## src/design/qsu_pkg.sv

```systemverilog
`default_nettype none
package qsu_pkg;

   // scan phases
   localparam logic [2:0] PH_SEEK = 3'd0;
   localparam logic [2:0] PH_BODY = 3'd1;
   localparam logic [2:0] PH_ESC  = 3'd2;
   localparam logic [2:0] PH_HEX  = 3'd3;
   localparam logic [2:0] PH_DONE = 3'd4;

   // status codes
   localparam logic [2:0] ST_OK      = 3'd0;
   localparam logic [2:0] ST_UNTERM  = 3'd1;
   localparam logic [2:0] ST_BADESC  = 3'd2;
   localparam logic [2:0] ST_BADHEX  = 3'd3;
   localparam logic [2:0] ST_NOQUOTE = 3'd4;

   // character codes
   localparam logic [7:0] CH_DQUOTE = 8'h22;
   localparam logic [7:0] CH_SQUOTE = 8'h27;
   localparam logic [7:0] CH_BSLASH = 8'h5C;
   localparam logic [7:0] CH_SLASH  = 8'h2F;
   localparam logic [7:0] CH_SPACE  = 8'h20;
   localparam logic [7:0] CH_LOW_B  = 8'h62;
   localparam logic [7:0] CH_LOW_F  = 8'h66;
   localparam logic [7:0] CH_LOW_N  = 8'h6E;
   localparam logic [7:0] CH_LOW_R  = 8'h72;
   localparam logic [7:0] CH_LOW_T  = 8'h74;
   localparam logic [7:0] CH_LOW_U  = 8'h75;

   // queue depth in packets
   localparam int unsigned QUEUE_DEPTH = 2;
   localparam int unsigned QPTR_W      = 1;
   localparam int unsigned QCNT_W      = 2;

   typedef struct packed {
      logic [7:0] data_byte;
      logic       is_final;
   } req_word_type;

   typedef struct packed {
      logic [7:0] out_byte;
      logic       is_status;
      logic [2:0] status_code;
      logic       run_end;
   } rsp_word_type;

   // all results caused by one input word
   typedef struct packed {
      logic [1:0]      nbytes;
      logic [2:0][7:0] bytes;
      logic            has_status;
      logic [2:0]      code;
   } pkt_type;

   // queue head as seen by the back end
   typedef struct packed {
      logic    valid;
      pkt_type pkt;
   } head_type;

   // hex digit decode: bit 4 flags a valid digit
   function automatic logic [4:0] nibble_decode(input logic [7:0] c);
      logic [4:0] r;
      r = 5'd0;
      if (c >= 8'h30 && c <= 8'h39) begin
         r = {1'b1, 4'(c - 8'h30)};
      end else if (c >= 8'h61 && c <= 8'h66) begin
         r = {1'b1, 4'(c - 8'h57)};
      end else if (c >= 8'h41 && c <= 8'h46) begin
         r = {1'b1, 4'(c - 8'h37)};
      end
      return r;
   endfunction

endpackage
`default_nettype wire

```

## src/design/qsu_front.sv

```systemverilog
`default_nettype none
module qsu_front (
   input  wire logic                 clock,
   input  wire logic                 reset,
   input  wire qsu_pkg::req_word_type req_word,
   input  wire logic                 accept,
   output qsu_pkg::pkt_type          pkt,
   output logic                      pkt_nonempty
);
   import qsu_pkg::*;

   logic [2:0]  phase_ff, phase_in;
   logic        quote_single_ff, quote_single_in;
   logic [15:0] hex_acc_ff, hex_acc_in;
   logic [1:0]  hex_cnt_ff, hex_cnt_in;

   logic [7:0]  c;
   logic [4:0]  dig;
   logic [15:0] cp;
   logic [7:0]  close_quote;

   // classify one word and build its result packet
   always_comb begin
      c               = req_word.data_byte;
      dig             = nibble_decode(c);
      cp              = {hex_acc_ff[11:0], dig[3:0]};
      close_quote     = quote_single_ff ? CH_SQUOTE : CH_DQUOTE;
      phase_in        = phase_ff;
      quote_single_in = quote_single_ff;
      hex_acc_in      = hex_acc_ff;
      hex_cnt_in      = hex_cnt_ff;
      pkt             = '0;

      unique case (phase_ff)
         PH_SEEK: begin
            if (c == CH_SPACE || (c >= 8'h09 && c <= 8'h0D)) begin
               // skip whitespace
            end else if (c == CH_DQUOTE || c == CH_SQUOTE) begin
               quote_single_in = (c == CH_SQUOTE);
               phase_in        = PH_BODY;
            end else begin
               pkt.has_status = 1'b1;
               pkt.code       = ST_NOQUOTE;
               phase_in       = PH_DONE;
            end
         end
         PH_BODY: begin
            if (c == close_quote) begin
               pkt.has_status = 1'b1;
               pkt.code       = ST_OK;
               phase_in       = PH_DONE;
            end else if (c == CH_BSLASH) begin
               phase_in = PH_ESC;
            end else begin
               pkt.nbytes   = 2'd1;
               pkt.bytes[0] = c;
            end
         end
         PH_ESC: begin
            phase_in   = PH_BODY;
            pkt.nbytes = 2'd1;
            case (c) inside
               CH_DQUOTE, CH_SQUOTE, CH_BSLASH, CH_SLASH: pkt.bytes[0] = c;
               CH_LOW_B: pkt.bytes[0] = 8'h08;
               CH_LOW_F: pkt.bytes[0] = 8'h0C;
               CH_LOW_N: pkt.bytes[0] = 8'h0A;
               CH_LOW_R: pkt.bytes[0] = 8'h0D;
               CH_LOW_T: pkt.bytes[0] = 8'h09;
               CH_LOW_U: begin
                  pkt.nbytes = 2'd0;
                  hex_acc_in = 16'd0;
                  hex_cnt_in = 2'd0;
                  phase_in   = PH_HEX;
               end
               default: begin
                  pkt.nbytes     = 2'd0;
                  pkt.has_status = 1'b1;
                  pkt.code       = ST_BADESC;
                  phase_in       = PH_DONE;
               end
            endcase
         end
         PH_HEX: begin
            if (!dig[4]) begin
               pkt.has_status = 1'b1;
               pkt.code       = ST_BADHEX;
               phase_in       = PH_DONE;
            end else begin
               hex_acc_in = cp;
               if (hex_cnt_ff == 2'd3) begin
                  hex_cnt_in = 2'd0;
                  phase_in   = PH_BODY;
                  // encode the code point as UTF-8
                  if (cp <= 16'h007F) begin
                     pkt.nbytes   = 2'd1;
                     pkt.bytes[0] = cp[7:0];
                  end else if (cp <= 16'h07FF) begin
                     pkt.nbytes   = 2'd2;
                     pkt.bytes[0] = 8'hC0 | {3'b000, cp[10:6]};
                     pkt.bytes[1] = 8'h80 | {2'b00, cp[5:0]};
                  end else begin
                     pkt.nbytes   = 2'd3;
                     pkt.bytes[0] = 8'hE0 | {4'h0, cp[15:12]};
                     pkt.bytes[1] = 8'h80 | {2'b00, cp[11:6]};
                     pkt.bytes[2] = 8'h80 | {2'b00, cp[5:0]};
                  end
               end else begin
                  hex_cnt_in = hex_cnt_ff + 2'd1;
               end
            end
         end
         default: begin
            // done: drop the word
         end
      endcase

      // close the buffer on the final word
      if (req_word.is_final) begin
         case (phase_in) inside
            PH_SEEK: begin
               pkt.has_status = 1'b1;
               pkt.code       = ST_NOQUOTE;
            end
            PH_BODY, PH_ESC, PH_HEX: begin
               pkt.has_status = 1'b1;
               pkt.code       = ST_UNTERM;
            end
            default: ;
         endcase
         phase_in        = PH_SEEK;
         quote_single_in = 1'b0;
         hex_acc_in      = 16'd0;
         hex_cnt_in      = 2'd0;
      end

      pkt_nonempty = (pkt.nbytes != 2'd0) || pkt.has_status;
   end

   // advance scan state on each accepted word
   always_ff @(posedge clock) begin
      if (reset) begin
         phase_ff        <= PH_SEEK;
         quote_single_ff <= 1'b0;
         hex_acc_ff      <= 16'd0;
         hex_cnt_ff      <= 2'd0;
      end else if (accept) begin
         phase_ff        <= phase_in;
         quote_single_ff <= quote_single_in;
         hex_acc_ff      <= hex_acc_in;
         hex_cnt_ff      <= hex_cnt_in;
      end
   end

endmodule
`default_nettype wire

```

## src/design/qsu_queue.sv

```systemverilog
`default_nettype none
module qsu_queue (
   input  wire logic             clock,
   input  wire logic             reset,
   input  wire logic             push,
   input  wire qsu_pkg::pkt_type push_pkt,
   input  wire logic             pop,
   output logic                  full,
   output qsu_pkg::head_type     head
);
   import qsu_pkg::*;

   pkt_type             slot_ff [QUEUE_DEPTH];
   logic [QPTR_W-1:0]   wr_ptr_ff, rd_ptr_ff;
   logic [QCNT_W-1:0]   count_ff, count_in;

   assign full       = (count_ff == QCNT_W'(QUEUE_DEPTH));
   assign head.valid = (count_ff != '0);
   assign head.pkt   = slot_ff[rd_ptr_ff];

   always_comb begin
      count_in = count_ff;
      if (push && !pop) begin
         count_in = count_ff + 1'b1;
      end else if (pop && !push) begin
         count_in = count_ff - 1'b1;
      end
   end

   // store packets
   always_ff @(posedge clock) begin
      if (push) begin
         slot_ff[wr_ptr_ff] <= push_pkt;
      end
   end

   // advance pointers and fill count
   always_ff @(posedge clock) begin
      if (reset) begin
         wr_ptr_ff <= '0;
         rd_ptr_ff <= '0;
         count_ff  <= '0;
      end else begin
         if (push) wr_ptr_ff <= wr_ptr_ff + 1'b1;
         if (pop)  rd_ptr_ff <= rd_ptr_ff + 1'b1;
         count_ff <= count_in;
      end
   end

   a_no_overfill: assert property (@(posedge clock) disable iff (reset)
      count_ff <= QCNT_W'(QUEUE_DEPTH)) else $error("queue count out of range");
   a_pop_nonempty: assert property (@(posedge clock) disable iff (reset)
      pop |-> head.valid) else $error("pop from empty queue");
   a_push_room: assert property (@(posedge clock) disable iff (reset)
      push |-> !full) else $error("push into full queue");
   a_ptr_gap: assert property (@(posedge clock) disable iff (reset)
      (count_ff == '0) |-> (wr_ptr_ff == rd_ptr_ff))
      else $error("pointers disagree with empty count");

endmodule
`default_nettype wire

```

## src/design/qsu_back.sv

```systemverilog
`default_nettype none
module qsu_back (
   input  wire logic               clock,
   input  wire logic               reset,
   input  wire qsu_pkg::head_type  head,
   output logic                    pop,
   output logic                    rsp_valid,
   input  wire logic               rsp_stall,
   output qsu_pkg::rsp_word_type   rsp_word
);
   import qsu_pkg::*;

   logic         out_valid_ff;
   rsp_word_type out_ff, out_in;
   logic [1:0]   idx_ff;
   logic [2:0]   total;
   logic         is_last;
   logic         load;

   assign total   = {1'b0, head.pkt.nbytes} + {2'b00, head.pkt.has_status};
   assign is_last = ({1'b0, idx_ff} + 3'd1) == total;
   assign load    = head.valid && (!out_valid_ff || !rsp_stall);
   assign pop     = load && is_last;

   // pick the result at the current index
   always_comb begin
      out_in         = '0;
      out_in.run_end = is_last;
      if (idx_ff < head.pkt.nbytes) begin
         out_in.out_byte = head.pkt.bytes[idx_ff];
      end else begin
         out_in.is_status   = 1'b1;
         out_in.status_code = head.pkt.code;
      end
   end

   // hold the output word until taken
   always_ff @(posedge clock) begin
      if (load) begin
         out_ff <= out_in;
      end
   end

   always_ff @(posedge clock) begin
      if (reset) begin
         out_valid_ff <= 1'b0;
         idx_ff       <= 2'd0;
      end else begin
         if (load) begin
            out_valid_ff <= 1'b1;
         end else if (!rsp_stall) begin
            out_valid_ff <= 1'b0;
         end
         if (load) begin
            idx_ff <= is_last ? 2'd0 : idx_ff + 2'd1;
         end
      end
   end

   assign rsp_valid = out_valid_ff;
   assign rsp_word  = out_ff;

   a_idx_in_packet: assert property (@(posedge clock) disable iff (reset)
      head.valid |-> ({1'b0, idx_ff} < total)) else $error("index past packet end");
   a_idx_zero_on_pop: assert property (@(posedge clock) disable iff (reset)
      pop |=> (idx_ff == 2'd0)) else $error("index not cleared after pop");
   a_status_last: assert property (@(posedge clock) disable iff (reset)
      (rsp_valid && rsp_word.is_status) |-> rsp_word.run_end)
      else $error("status word not last of its run");

endmodule
`default_nettype wire

```

## src/design/quoted_string_unescape_utf8_unit.sv

```systemverilog
// Each result word is registered in the queue and then in the output register.
// Throughput: one input word per cycle while the queue has room; the back end sends
// one result word per cycle while rsp_stall is low, so a word that yields k results
// (up to four, for a three-byte UTF-8 escape plus status) holds the output side for k
// words, absorbed by a two-packet queue. Reset: synchronous, active high; returns the
// scanner to seeking an opening quote and empties the queue and output register.
`default_nettype none
module quoted_string_unescape_utf8_unit (
   input  wire logic                  clock,
   input  wire logic                  reset,
   input  wire logic                  req_valid,
   output logic                       req_stall,
   input  wire qsu_pkg::req_word_type req_word,
   output logic                       rsp_valid,
   input  wire logic                  rsp_stall,
   output qsu_pkg::rsp_word_type      rsp_word
);
   import qsu_pkg::*;

   logic     accept;
   logic     full;
   logic     pop;
   logic     pkt_nonempty;
   pkt_type  pkt;
   head_type head;

   assign req_stall = full;
   assign accept    = req_valid && !full;

   // classify incoming words
   qsu_front u_front (
      .clock        (clock),
      .reset        (reset),
      .req_word     (req_word),
      .accept       (accept),
      .pkt          (pkt),
      .pkt_nonempty (pkt_nonempty)
   );

   // buffer result packets
   qsu_queue u_queue (
      .clock    (clock),
      .reset    (reset),
      .push     (accept && pkt_nonempty),
      .push_pkt (pkt),
      .pop      (pop),
      .full     (full),
      .head     (head)
   );

   // serialize packets into result words
   qsu_back u_back (
      .clock     (clock),
      .reset     (reset),
      .head      (head),
      .pop       (pop),
      .rsp_valid (rsp_valid),
      .rsp_stall (rsp_stall),
      .rsp_word  (rsp_word)
   );

endmodule
`default_nettype wire

```

## config.mk

```make
export PLATFORM = sky130hd
export DESIGN_NAME = quoted_string_unescape_utf8_unit
export DESIGN_NICKNAME = d
export VERILOG_FILES = /design/src/design/qsu_pkg.sv /design/src/design/qsu_front.sv /design/src/design/qsu_queue.sv /design/src/design/qsu_back.sv /design/src/design/quoted_string_unescape_utf8_unit.sv
export SDC_FILE = /design/constraint.sdc
export NUM_CORES = 1
export LEC_CHECK = 0
export BUFFER_PORTS_ARGS = -buffer_cell sky130_fd_sc_hd__buf_2
export CAP_MARGIN = 25
export CORE_ASPECT_RATIO = 1.25
export CORE_MARGIN = 10
export CORE_UTILIZATION = 50
export CTS_CLUSTER_SIZE = 40
export DETAILED_ROUTE_END_ITERATION = 12
export PLACE_DENSITY = 0.67
export SLEW_MARGIN = 20
export SYNTH_ARGS = -nofsm -noshare
export SYNTH_HDL_FRONTEND = slang
export SYNTH_HIERARCHICAL = 1
export SYNTH_SLANG_ARGS = --single-unit
```

## constraint.sdc

```tcl
create_clock -name clock -period 8.8 [get_ports clock]
set_input_delay 0.88 -clock clock [delete_from_list [all_inputs] [get_ports clock]]
set_output_delay 0.88 -clock clock [all_outputs]
set_load 0.1 [all_outputs]
```

==> flow_results.org <==
** Timing
- The number of hold violations in the final report came to 0.
- Setup repair after global routing left no endpoint under its margin.
- Of the available clock period, the critical path in the final layout requires 43.6%.
- At the pin with the least slew margin, the transition time is 0.783 ns.
- Aggregate negative setup slack :: 0 ns
- Setup violations remaining at the end of the flow were counted as 0.
- Worst Clk Skew :: 0.00953 ns
- Final hold analysis gives a worst-case slack of 0.476 ns.
- Highest achievable clock rate :: 0.260 GHz
- The number of pins with negative max-slew slack in the final report is 0.
- Counting I/O delays and the setup requirement, the final critical path takes 3.84 ns.
- Worst slew slack as a fraction of its limit :: 47.8%

** GRT
- Via count of the first global-routing pass :: 3660
- Remaining Overflow, GRT :: 0
- Number of antenna violations at the first check in global routing :: 0
- Pin count of the biggest net entering global routing :: 31
- For this run, the total global-route usage over all layers was measured as 15.5%.
- The first global-routing pass estimated 18900 um of wire.

** Route
- Number of remaining DRC errors :: 0
- Number of nets with antenna violations after routing :: 0
- First drt pass iteration count :: 4
- Mean number of vias per cell :: 5.85
- Total number of vias :: 3639
- Detailed Route WL :: 11500 um
- In the final routed layout, each cell accounts on average for 18.4 um.
- For this block, the initial DRC count from the detailed router was 268.

** Clock network
- The H-tree was split into 3 levels.
- Post-CTS setup buffers :: 0
- Clock tree root driver cell :: clkbuf_16
- The clock net in this run drives a total of 99 sinks.
- TritonCTS built the clock tree.
- Clk pin slew, worst setup/hold paths :: 0.06 ns
- The clock passes through at most 2 buffers.
- For the worst-skew pair, the clock arrives at the later sink with an insertion delay of 0.34 ns.
- Hold bufs inserted after CTS :: 0
- In this run, post-CTS repair resized a total of 0 instances.
- In this run, CTS created clock tree buffers numbering 9.

** Power
- PwrDens :: 315 nW/um2
- Leak :: 2.04 nW
- The worst-case IR drop observed on VDD is 0.121 mV.
- Power comes to 0.00180 W.

** Synthesis
- After synthesis the cells add up to 5210 um2.
- The synthesized design contains 73 enable-type register cells.
- Portion of the post-synthesis area used by sequential elements :: 52.0%
- After synthesis, the largest area contributor takes up 42.1% of total cell area.
- For this run, asynchronously set or reset flops after synthesis account for 0%.
- Total of flip-flops plus latches after synthesis :: 99
- Among all flip-flop cells after synthesis, the most frequent one is edfxtp_1.
- Yosys printed 6 warnings.
- Synthesized area per cell :: 11.1 um2
- Count of mapped cells out of synthesis :: 471
- By area the synthesized netlist is led by edfxtp_1 42%, dfxtp_1 10%, mux2_2 8.2%.
- Summed over all instances, the cell type with the most area after synthesis is edfxtp_1.
- The netlist uses 76 different library cells.

** Finish
- Count of nets after finishing :: 512
- Most frequent cells in the layout :: 73 x edfxtp_1, 41 x a21oi_1, 38 x mux2_2, 38 x nand2_1, 29 x nor2_1
- The repair_antennas step left the layout with diodes totalling 0.
- Commonest non-fill, non-tap cell in the layout :: edfxtp_1
- Utilization after layout :: 56.3%
- Summed area of non-filler cells in the final layout :: 5710 um2
- From synthesis to final layout, the design area changed by 9.63%.
- Share of cells above drive strength 1 :: 21.3%

** Worst hold path
- The worst hold path passes through 2 cells.
- The tightest min-delay check is of the flop to flop type.
- Hold worst-path end :: u_front/hex_cnt_ff[1]$_SDFFE_PP0P_
- In this run the most critical hold path is launched from u_front/hex_cnt_ff[1]$_SDFFE_PP0P_.

** Placement
- Placer's final routability congestion estimate :: 0.913
- Detailed placement finished with a half-perimeter wire length of 8230 um.
- During placement, the flow inserted port buffers numbering 27.
- In this run the cell area measured after placement is 5380 um2.

** Setup path
- The worst setup path is launched from an input pin.
- Critical path peak fanout :: 17
- Data required time of the critical path :: 9.06 ns
- CP Launch Point :: req_word[1]
- Across all register-to-register paths, the minimum setup slack is 5.57 ns.
- Data arrival at the endpoint of the critical path :: 4.10 ns
- The critical path goes through buf_2, inv_1, ha_1, inv_1, o311a_1, o21ba_2, nand2_1, a41oi_1, or2_2, and3b_1, ha_1, or3_1, a21oi_1.
- In this run the critical register-to-register path is captured at u_queue/count_ff[1]$_SDFFE_PP0P_.
- By startpoint and endpoint, the worst setup path is classified as input pin to flop.
- Largest stage delay on the critical path :: 0.42 ns
- Worst r2r path cells :: 11
- STA classifies the critical path endpoint as a flop.
- Highest-delay cell along the critical path :: nand2_1

** Outcome
- The run finished with clean final reports.

** Die
- Area enclosed by the die boundary :: 14900 um2
- Die width :: 111 um
- Row count :: 41
- I/O pin cnt :: 28
- Height of the die :: 134 um
- Effective utilization at floorplan :: 51.3%
- Core Area :: 10200 um2

** Job
- # Max-Cap Violations :: 0
-- worst max-delay path by stage --
stage,cells after the start,slack [ns],to
finish,13,4.96,u_queue/count_ff[1]$_SDFFE_PP0P_
global route,13,4.81,u_queue/count_ff[1]$_SDFFE_PP0P_
CTS,13,5.02,u_queue/count_ff[1]$_SDFFE_PP0P_
detailed placement,13,4.69,u_queue/count_ff[1]$_SDFFE_PP0P_
global placement,13,4.74,u_queue/count_ff[1]$_SDFFE_PP0P_
floorplan,10,4.35,u_queue/slot_ff[0][0]$_DFFE_PP_
-- state kept, by name, summed over array words and instances (netlist names), named ones only --
signal                   count
u_queue/wr_ptr_ff            1
u_queue/rd_ptr_ff            1
u_queue/count_ff             2
u_front/quote_single_ff      1
u_back/idx_ff                2
u_back/rsp_valid             1
u_back/rsp_word             13
u_queue/slot_ff             60
u_front/phase_ff             3
u_front/hex_acc_ff          12
u_front/hex_cnt_ff           2
-- where the power goes --
group	total [W]	leakage, nW	internal, W	switching, W
Combinational	0.000700	0.976	0.000215	0.000485
Sequential	0.000679	0.904	0.000637	0.0000419
Clock	0.000418	0.163	0.000256	0.000163
Total	0.00180	2.04	0.00111	0.000689
-- synth_stat cells, types with 3 or more instances --
library cell,n
dfxtp_1,26
nand3_1,20
mux2_2,38
o21ai_0,19
or2_2,3
nor3b_1,3
or3_1,3
buf_4,6
nand2_1,38
ha_1,11
xnor2_1,5
edfxtp_1,73
nor2b_1,6
buf_2,7
nand3b_1,5
nor2_1,29
a21oi_1,41
xor2_1,5
o31a_1,4
and3_1,3
nor3_1,11
o211ai_1,4
inv_1,11
nand2b_1,18
buf_6,5
o21ba_2,3
clkbuf_1,8
and2_1,10
o31ai_1,3
-- cell families (layout without fill, tap and decap cells) --
kind of cell | Yosys count | in the layout | share of synthesized area (%)
AND/OR/NAND/NOR | 170 | 170 | 17.9
AO/OA/AOI/OAI | 101 | 101 | 12.9
flip-flops | 99 | 99 | 52.0
multiplexers | 40 | 40 | 8.59
buffers and inverters | 39 | 60 | 4.13
adder cells (fa/ha/maj) | 11 | 11 | 2.64
XOR/XNOR | 10 | 10 | 1.68
other | 1 | 2 | 0.0719
-- cell type report --
type,instances,area [um2]
fillers,864,4440
flip-flops and latches,99,2710
multi-input cells,334,2290
clock buffers,12,279
repair buffers,32,173
well taps,129,161
clock inverters,4,52.6
inverters,12,45.0
-- per-stage QoR --
| step | cells | setup slack [ns] |
|---|---|---|
| finish | 622 | 4.96 |
| floorplan | 472 | 4.35 |
| global route | 622 | 4.81 |
| global placement | 606 | 4.74 |
| detailed placement | 606 | 4.69 |
| CTS | 622 | 5.02 |
-- critical path, delay by kind of cell --
kind / cells / cell delay [ns]
buffers and inverters: 3 / 0.37
and+or+nand+nor: 4 / 1.29
adders and majority gates: 2 / 0.55
AOI/OAI and AO/OA: 4 / 1.02
-- layer usage --
| metal | global-route usage (%) | wire length, um | up-vias |
|---|---|---|---|
| met5 | 0 | 0 | - |
| li1 | - | - | 1771 |
| met2 | 26.1 | 5780 | 93 |
| met4 | 8.58 | 456 | 0 |
| met3 | 3.44 | 466 | 28 |
| met1 | 17.8 | 4750 | 1747 |
Power figures use the tool's default switching activity.
